File: src/rtl/core/itaf_pkg.sv
// itaf_pkg: shared types, constants and helpers for the integer to ASCII formatter.
// Holds the sequencer state type, ASCII codes and the digit character function.
// No dependencies.
package itaf_pkg;

  localparam int VALUE_BITS      = 64;
  localparam int MAX_FIELD_WIDTH = 63;
  localparam int FW_W            = 6;

  localparam int DEC_DIGITS = (VALUE_BITS * 30103) / 100000 + 1;
  localparam int HEX_DIGITS = (VALUE_BITS + 3) / 4;
  localparam int HEX_BITS   = 4 * HEX_DIGITS;
  localparam int BCNT_W     = $clog2(VALUE_BITS);
  localparam int ND_W       = $clog2(DEC_DIGITS + 1);
  localparam int IDX_W      = $clog2(DEC_DIGITS);

  localparam logic [7:0] CH_SPACE   = 8'h20;
  localparam logic [7:0] CH_PLUS    = 8'h2B;
  localparam logic [7:0] CH_MINUS   = 8'h2D;
  localparam logic [7:0] CH_ZERO    = 8'h30;
  localparam logic [7:0] CH_UPPER_A = 8'h41;
  localparam logic [7:0] CH_LOWER_A = 8'h61;

  typedef enum logic [2:0] {
    S_IDLE,
    S_CONVERT,
    S_COUNT,
    S_LAYOUT,
    S_EMIT
  } state_t;

  function automatic logic [7:0] digit_char(input logic [3:0] nib, input logic upper);
    logic [7:0] ch;
    if (nib < 4'd10) begin
      ch = CH_ZERO + {4'd0, nib};
    end else if (upper) begin
      ch = CH_UPPER_A + {4'd0, nib - 4'd10};
    end else begin
      ch = CH_LOWER_A + {4'd0, nib - 4'd10};
    end
    return ch;
  endfunction

endpackage

File: src/rtl/core/integer_to_ascii_formatter.sv
// integer_to_ascii_formatter: printf style integer to ASCII character stream.
// Shift-add-3 binary to BCD sequencer, digit count, layout and character emitter.
// Depends on itaf_pkg.

// A request is taken when start is high and busy is low; busy then stays high
// until the last character has been issued. Characters come out one per cycle
// on out_char, each marked by valid for exactly one cycle, with last_char set
// on the final one; the receiver cannot stall, so it must take every character
// as it appears. A decimal request first passes through the shift-add-3 unit,
// which shifts in one value bit per cycle and turns the magnitude into BCD
// digits; a hex request skips that unit. The digits are then counted and the
// field laid out, and max(field_width, sign + digits) characters are issued.
module integer_to_ascii_formatter (
  input  logic                     clk,
  input  logic                     rst,
  input  logic                     start,
  output logic                     busy,
  input  logic [63:0]              value,
  input  logic                     signed_mode,
  input  logic                     hex_base,
  input  logic                     upper_digits,
  input  logic                     plus_sign,
  input  logic [itaf_pkg::FW_W-1:0] field_width,
  input  logic                     zero_pad,
  output logic                     valid,
  output logic [7:0]               out_char,
  output logic                     last_char
);
  import itaf_pkg::*;

  state_t state, state_next;

  logic [VALUE_BITS-1:0] mag;
  logic [BCNT_W-1:0]     bitcnt;
  logic [3:0]            dig [DEC_DIGITS];
  logic [3:0]            dig_next [DEC_DIGITS];
  logic [3:0]            adj [DEC_DIGITS];
  logic [ND_W-1:0]       nd;
  logic [ND_W-1:0]       nd_calc;
  logic [FW_W-1:0]       wsat;
  logic [FW_W-1:0]       rem;
  logic                  first;
  logic                  neg;
  logic                  has_sign;
  logic                  upper;
  logic                  zpad;
  logic                  hex;

  logic                  accept;
  logic                  do_shift;
  logic                  do_count;
  logic                  do_layout;
  logic                  do_emit;

  logic [VALUE_BITS-1:0] v_in;
  logic                  neg_in;
  logic [VALUE_BITS-1:0] mag_in;
  logic [HEX_BITS-1:0]   mag_hex;
  logic [FW_W-1:0]       body;
  logic [FW_W-1:0]       total;
  logic [7:0]            char_sel;

  assign busy   = (state != S_IDLE);
  assign accept = start && !busy;

  assign v_in    = value[VALUE_BITS-1:0];
  assign neg_in  = signed_mode && v_in[VALUE_BITS-1];
  assign mag_in  = neg_in ? (~v_in + 1'b1) : v_in;
  assign mag_hex = HEX_BITS'(mag_in);

  always_comb begin
    state_next = state;
    unique case (state)
      S_IDLE: begin
        if (accept) begin
          state_next = hex_base ? S_COUNT : S_CONVERT;
        end
      end
      S_CONVERT: begin
        if (bitcnt == '0) begin
          state_next = S_COUNT;
        end
      end
      S_COUNT:  state_next = S_LAYOUT;
      S_LAYOUT: state_next = S_EMIT;
      S_EMIT: begin
        if (rem == '0) begin
          state_next = S_IDLE;
        end
      end
      default:  state_next = S_IDLE;
    endcase
  end

  always_comb begin
    do_shift  = 1'b0;
    do_count  = 1'b0;
    do_layout = 1'b0;
    do_emit   = 1'b0;
    unique case (state)
      S_IDLE:    ;
      S_CONVERT: do_shift  = 1'b1;
      S_COUNT:   do_count  = 1'b1;
      S_LAYOUT:  do_layout = 1'b1;
      S_EMIT:    do_emit   = 1'b1;
      default:   ;
    endcase
  end

  // shift-add-3 step over all BCD digits
  always_comb begin
    for (int i = 0; i < DEC_DIGITS; i++) begin
      adj[i] = (dig[i] >= 4'd5) ? (dig[i] + 4'd3) : dig[i];
    end
    for (int i = 0; i < DEC_DIGITS; i++) begin
      if (i == 0) begin
        dig_next[i] = {adj[i][2:0], mag[VALUE_BITS-1]};
      end else begin
        dig_next[i] = {adj[i][2:0], adj[i-1][3]};
      end
    end
  end

  always_comb begin
    nd_calc = ND_W'(1);
    for (int i = 1; i < DEC_DIGITS; i++) begin
      if (dig[i] != 4'd0) begin
        nd_calc = ND_W'(i + 1);
      end
    end
  end

  assign body  = FW_W'(nd) + FW_W'(has_sign);
  assign total = (wsat > body) ? wsat : body;

  always_comb begin
    if (rem < FW_W'(nd)) begin
      char_sel = digit_char(dig[rem[IDX_W-1:0]], upper);
    end else if (zpad) begin
      char_sel = (first && has_sign) ? (neg ? CH_MINUS : CH_PLUS) : CH_ZERO;
    end else begin
      char_sel = ((rem == FW_W'(nd)) && has_sign) ? (neg ? CH_MINUS : CH_PLUS) : CH_SPACE;
    end
  end

  always_ff @(posedge clk) begin
    if (rst) begin
      state <= S_IDLE;
      valid <= 1'b0;
    end else begin
      state <= state_next;
      valid <= do_emit;
    end
  end

  always_ff @(posedge clk) begin
    if (accept) begin
      mag      <= mag_in;
      bitcnt   <= BCNT_W'(VALUE_BITS - 1);
      neg      <= neg_in;
      has_sign <= neg_in || plus_sign;
      upper    <= hex_base && upper_digits;
      zpad     <= zero_pad;
      hex      <= hex_base;
      wsat     <= (field_width > FW_W'(MAX_FIELD_WIDTH)) ? FW_W'(MAX_FIELD_WIDTH) : field_width;
      for (int i = 0; i < DEC_DIGITS; i++) begin
        if (hex_base && (i < HEX_DIGITS)) begin
          dig[i] <= mag_hex[4*i +: 4];
        end else begin
          dig[i] <= 4'd0;
        end
      end
    end else if (do_shift) begin
      mag    <= {mag[VALUE_BITS-2:0], 1'b0};
      bitcnt <= bitcnt - 1'b1;
      for (int i = 0; i < DEC_DIGITS; i++) begin
        dig[i] <= dig_next[i];
      end
    end
    if (do_count) begin
      nd <= nd_calc;
    end
    if (do_layout) begin
      rem   <= total - 1'b1;
      first <= 1'b1;
    end else if (do_emit) begin
      rem   <= rem - 1'b1;
      first <= 1'b0;
    end
    if (do_emit) begin
      out_char  <= char_sel;
      last_char <= (rem == '0);
    end
  end

  a_last_ends_burst: assert property (@(posedge clk) disable iff (rst)
    valid && last_char |=> !valid)
    else $error("character issued right after the last one");

  a_accept_sets_busy: assert property (@(posedge clk) disable iff (rst)
    start && !busy |=> busy)
    else $error("request accepted but sequencer stayed idle");

  a_midstream_busy: assert property (@(posedge clk) disable iff (rst)
    valid && !last_char |-> busy)
    else $error("sequencer went idle before the last character");

  a_digit_count: assert property (@(posedge clk) disable iff (rst)
    state == S_EMIT |-> (nd != '0) && (nd <= ND_W'(DEC_DIGITS)))
    else $error("digit count out of range while emitting");

  a_hex_skips_convert: assert property (@(posedge clk) disable iff (rst)
    state == S_CONVERT |-> !hex)
    else $error("hex request entered the BCD conversion");

endmodule

File: config.mk
export PLATFORM = sky130hd
export DESIGN_NAME = integer_to_ascii_formatter
export DESIGN_NICKNAME = d
export VERILOG_FILES = /design/src/rtl/core/itaf_pkg.sv /design/src/rtl/core/integer_to_ascii_formatter.sv
export SDC_FILE = /design/constraint.sdc
export NUM_CORES = 1
export LEC_CHECK = 0
export BUFFER_PORTS_ARGS = -buffer_cell sky130_fd_sc_hd__buf_2
export CAP_MARGIN = 20
export CORE_MARGIN = 3
export CORE_UTILIZATION = 35
export DETAILED_ROUTE_END_ITERATION = 16
export PLACE_DENSITY = 0.56
export SYNTH_ARGS = -nofsm -noshare
export SYNTH_HDL_FRONTEND = slang
export SYNTH_SLANG_ARGS = --single-unit
File: constraint.sdc
create_clock -name clk -period 4.4 [get_ports clk]
set_input_delay 0.66 -clock clk [delete_from_list [all_inputs] [get_ports clk]]
set_output_delay 0.66 -clock clk [all_outputs]
set_load 0.05 [all_outputs]
Word-level counts from Yosys, hierarchy flattened
Memory sizes are Yosys's and may differ from the RTL's. A register that Yosys moved wholly into a read port is not among the register bits.
Cells that the tools add are included.

storage, ports and cells
  register bits after elaboration = 105
  bits of input ports = 78
  logic and storage cells = 256
  memory bits (writable) = 80
  memories kept = 1

memories
  name  words  bits a word  read ports  clocked after Yosys merged registers in  write ports  RTL line                          source
  dig   20     4            21          1                                        20           integer_to_ascii_formatter.sv:35  logic [3:0] dig [DEC_DIGITS];

operators by class
  add/sub/neg operators = 29
  equality and inequality tests = 8
  magnitude comparators = 24
  bitwise operators = 37
  reduce and logical (&&, ||, !) cells = 34
  mux-type cells = 108

operators by type and width
  kind                   number
  $mux 4                 56
  $mux 64                3
  $ge 4x3->1 const B     20
  $add 4x2->4 const B    19
  $reduce_bool 4->1      19
  $mux 5                 14
  $add 64x1->64 const B  1
  $not 64->64            1
  $mux 8                 5
  $or 1x1->1             36
  $mux 3                 9
  $mux 6                 3
  $sub 6x1->6 const B    3
  $add 7x4->8 const A    2
  $mux 1                 15
  $pmux 3 s5             1
  $logic_not 6->1        2
  $add 6x4->7 const A    1
  $add 5x1->6            1
  $eq 3x2->1 const B     2
  $eq 6x5->1             1
  $gt 6x6->1             1
  $gt 6x6->1 const B     1
  $lt 6x5->1             1
  15 further kinds       23

Logic depth before layout (Yosys ltp)
An unclocked memory read counts as a cell.

  word-level depth = 20
  mapped depth = 14
  mapped depth without buffers = 14

Worst setup path before layout
OpenSTA, ideal clock, no wires.

  path type = register to register
  start point = reg state[0]
  end point = mem dig[16][0], enable pin
  data arrival time = 2.806 ns
  data required time = 3.607 ns
  period minus slack after synthesis = 3.599 ns
  cell stages (with the launch flop) = 7
  path slack = 0.801 ns
  buffers on the path = 3
  path through = dfxtp_1 > clkbuf_1 > nor3_1 > nand2_1 > clkbuf_1 > clkbuf_1 > nand2_1

RTL lines
  element                   RTL line                           source
  start: declaration        integer_to_ascii_formatter.sv:31   state_t state, state_next;
  start signal: assignment  integer_to_ascii_formatter.sv:151  state <= state_next;
  end: declaration          integer_to_ascii_formatter.sv:35

==> qor.yml <==
status: "completed"
clock_latency_ns: 0.45
cp_data_arrival_time_ns: 4.21
ys_types: 68
hold_class: "input port to flop"
synthFlopType: "edfxtp_1"
rows: 67
ctsHoldBuffers: 0
required_ns: 4.74
dr.pass1.iters: 5
port_buffers: 87
final_util: 0.405
antennaDiodeCount: 0
worst_slack_ns: 0.524
postLayoutCellArea_um2: 13700
fillCellCount: 3362
power_density_nw_per_um2: 437
die_area_um2: 37200
ys_ff_latch: 189
skew_ns: 0.0212
first_global_vias: 9228
switching_share: 0.349
final_net_count: 1440
wirelength_mm: 33.7
slew_headroom: 0.429
cts_sinks: 189
drv_cap: 0
root_buffer: "clkbuf_16"
wire_per_inst_um: 19.1
route.detailed.drc: 0
power_mw: 6.00
vias: 9757
r2r-start: "has_sign$_DFFE_PP_"
worstHoldStart: "field_width[2]"
crit_path_end_kind: "flop"
post-dp-hpwl_mm: 24.6
final.min_clock_period_ns: 3.88
fmax_mhz: 258
routabilityCongestion: 0.879
vdd_drop_max_mv: 0.291
p_seq_frac: 0.452
power.switching_mw: 2.10
drtIter0Drc: 642
cts_buffers: 17
worst_pin_slew_ns: 0.850
grt_pass1_wl_mm: 53.0
rsz0062_at_grt: "no"
ant_nets: 0
grt_use_total: 0.185
die_w_um: 193
cp_max_fo: 5
start_kind: "flop"
timing.final.crit_share: 0.881
place_area_um2: 13100
htree_levels: 4
crit_type: "flop to flop"
core_area_um2: 34000
dp_slack_ns: 0.557
p_int_mw: 3.91
stdcell_count: 1764
maxSlewViolCount: 0
synthToLayoutAreaGrowth_pct: 12.4
synthCells: 1244
dp_cells: 1732
combPwrFrac: 0.283
ys_async_sr_fraction: 0
viasPerCell: 5.53
synth_nets: 1381
path_clk_slew_ns: 0.08
synth_seq_area_share: 0.451
p_leak_nw: 5.08
startpoint: "has_sign$_DFFE_PP_"
grt_max_degree: 84
syn_area_um2: 12200
p_clk_frac: 0.266
yosys_warnings: 0
synth_edf_count: 173
final.setup.tns_ns: 0
clock_path_buffers: 2
final-setup-viol-count: 0
drive_above_1_share: 0.133
io_pins: 89
cts_tree: "yes"
start_util: 0.360
post-cts-setup-buffer-count: 0
hold_ws_ns: 0.393
hold_violations: 0
grt_overflow: 0
cts_resized: 0
avgSynthCellArea_um2: 9.83
fp.dieH_um: 193
antenna_found_initial: 0
[routing by layer]
| metal | global-route usage | routed length [µm] | vias up | part of all wire |
|---|---|---|---|---|
| met5 | 0 | 0 | - | 0 |
| met4 | 0.0456 | 601 | 0 | 0.018 |
| met3 | 0.0320 | 1870 | 27 | 0.055 |
| met2 | 0.284 | 14800 | 266 | 0.44 |
| met1 | 0.271 | 16500 | 4725 | 0.49 |
| li1 | - | - | 4739 | - |
[power by group through the flow]
stage / Clock (mW) / Sequential [mW] / Combinational, mW
CTS: 1.63 / 2.71 / 1.70
global route: 1.70 / 2.76 / 1.91
finish: 1.59 / 2.71 / 1.70
detailed placement: 0 / 2.75 / 1.69
floorplan: 0 / 2.64 / 1.25
global placement: 0 / 2.74 / 1.66
[layout make-up]
class	count	area [µm²]	share of cell area
repair buffers	100	558	0.0406
clock inverters	15	173	0.0126
multi-input cells	927	6250	0.455
flip-flops and latches	189	5520	0.401
clock buffers	17	425	0.0310
inverters	68	255	0.0186
well taps	448	561	0.0408
[Yosys cell counts, drive strengths merged (7+ instances only)]
cell type | number | area share
nand2 | 121 | 0.038
a31oi | 9 | 0.0046
buf | 8 | 0.0029
nor2 | 89 | 0.028
edfxtp | 173 | 0.42
o32ai | 8 | 0.0057
o21ai | 105 | 0.043
mux4 | 17 | 0.031
dfxtp | 16 | 0.026
ha | 59 | 0.060
or4 | 9 | 0.0061
a21oi | 99 | 0.041
nor4 | 9 | 0.0071
nand3 | 20 | 0.0082
inv | 67 | 0.021
and2 | 7 | 0.0037
mux2i | 13 | 0.011
or3 | 9 | 0.0046
nor3 | 32 | 0.013
nand2b | 23 | 0.012
o41ai | 8 | 0.0063
nor3b | 38 | 0.023
xnor2 | 62 | 0.044
clkbuf | 52 | 0.016
xor2 | 40 | 0.029
o22ai | 56 | 0.029
o31ai | 15 | 0.0092
[registers in the layout (all words and copies together) (netlist names), 3 cells and up, named ones only]
name,cells
out_char,7
state,3
bitcnt,6
wsat,6
rem,6
dig,80
nd,5
mag,64
[worst paths after layout]
kind                                         endpoint  slack, ns  cells after the start
worst max-delay path                             flop       0.52                     12
worst min-delay path            wsat[2]$_SDFFCE_PN1P_       0.39                      1
worst max register to register                   flop       0.52                     12
worst min register to register     first$_SDFFE_PN1P_       0.46                      2
[cells by family after synthesis]
family | synth area share
compound gates | 0.169
xor+xnor | 0.0731
buf+inv | 0.0397
mux | 0.0466
simple gates | 0.160
fa+ha+maj | 0.0604
other cells | 0.000307
flops | 0.451
[cell usage in the layout, fill, tap and decap left out, types with 6 or more instances in the layout]
cell type  instances
nor2b_1            6
mux4_2            17
nand2b_1          23
or3_1              9
and2_1             6
nand3_1           20
a21oi_1           99
o21ai_0          105
inv_1             67
mux2i_1           13
or4_1              7
clkbuf_16         17
nor3_1            31
o32ai_1            8
nor4_1             7
nand2_1          116
nor3b_1           38
nor2_1            88
buf_2             87
edfxtp_1         173
xnor2_1           62
buf_4             11
a31oi_1            9
o41ai_1            7
xor2_1            40
o31ai_1           15
a21o_1             6
dfxtp_1           16
o22ai_1           56
ha_1              59
[worst max-delay path, stage by stage, from the launching register on]
cell and delay [ns]:
edfxtp_1 0.42, ha_1 0.23, ha_1 0.21, nand3_1 0.10, xnor2_1 0.09, ha_1 0.36
and4_1 0.29, o21ai_0 0.24, a31o_2 0.31, o31ai_1 0.44, o211ai_1 0.24, or4b_2 0.71
o221a_2 0.14
(Power assumes the default switching activity.)
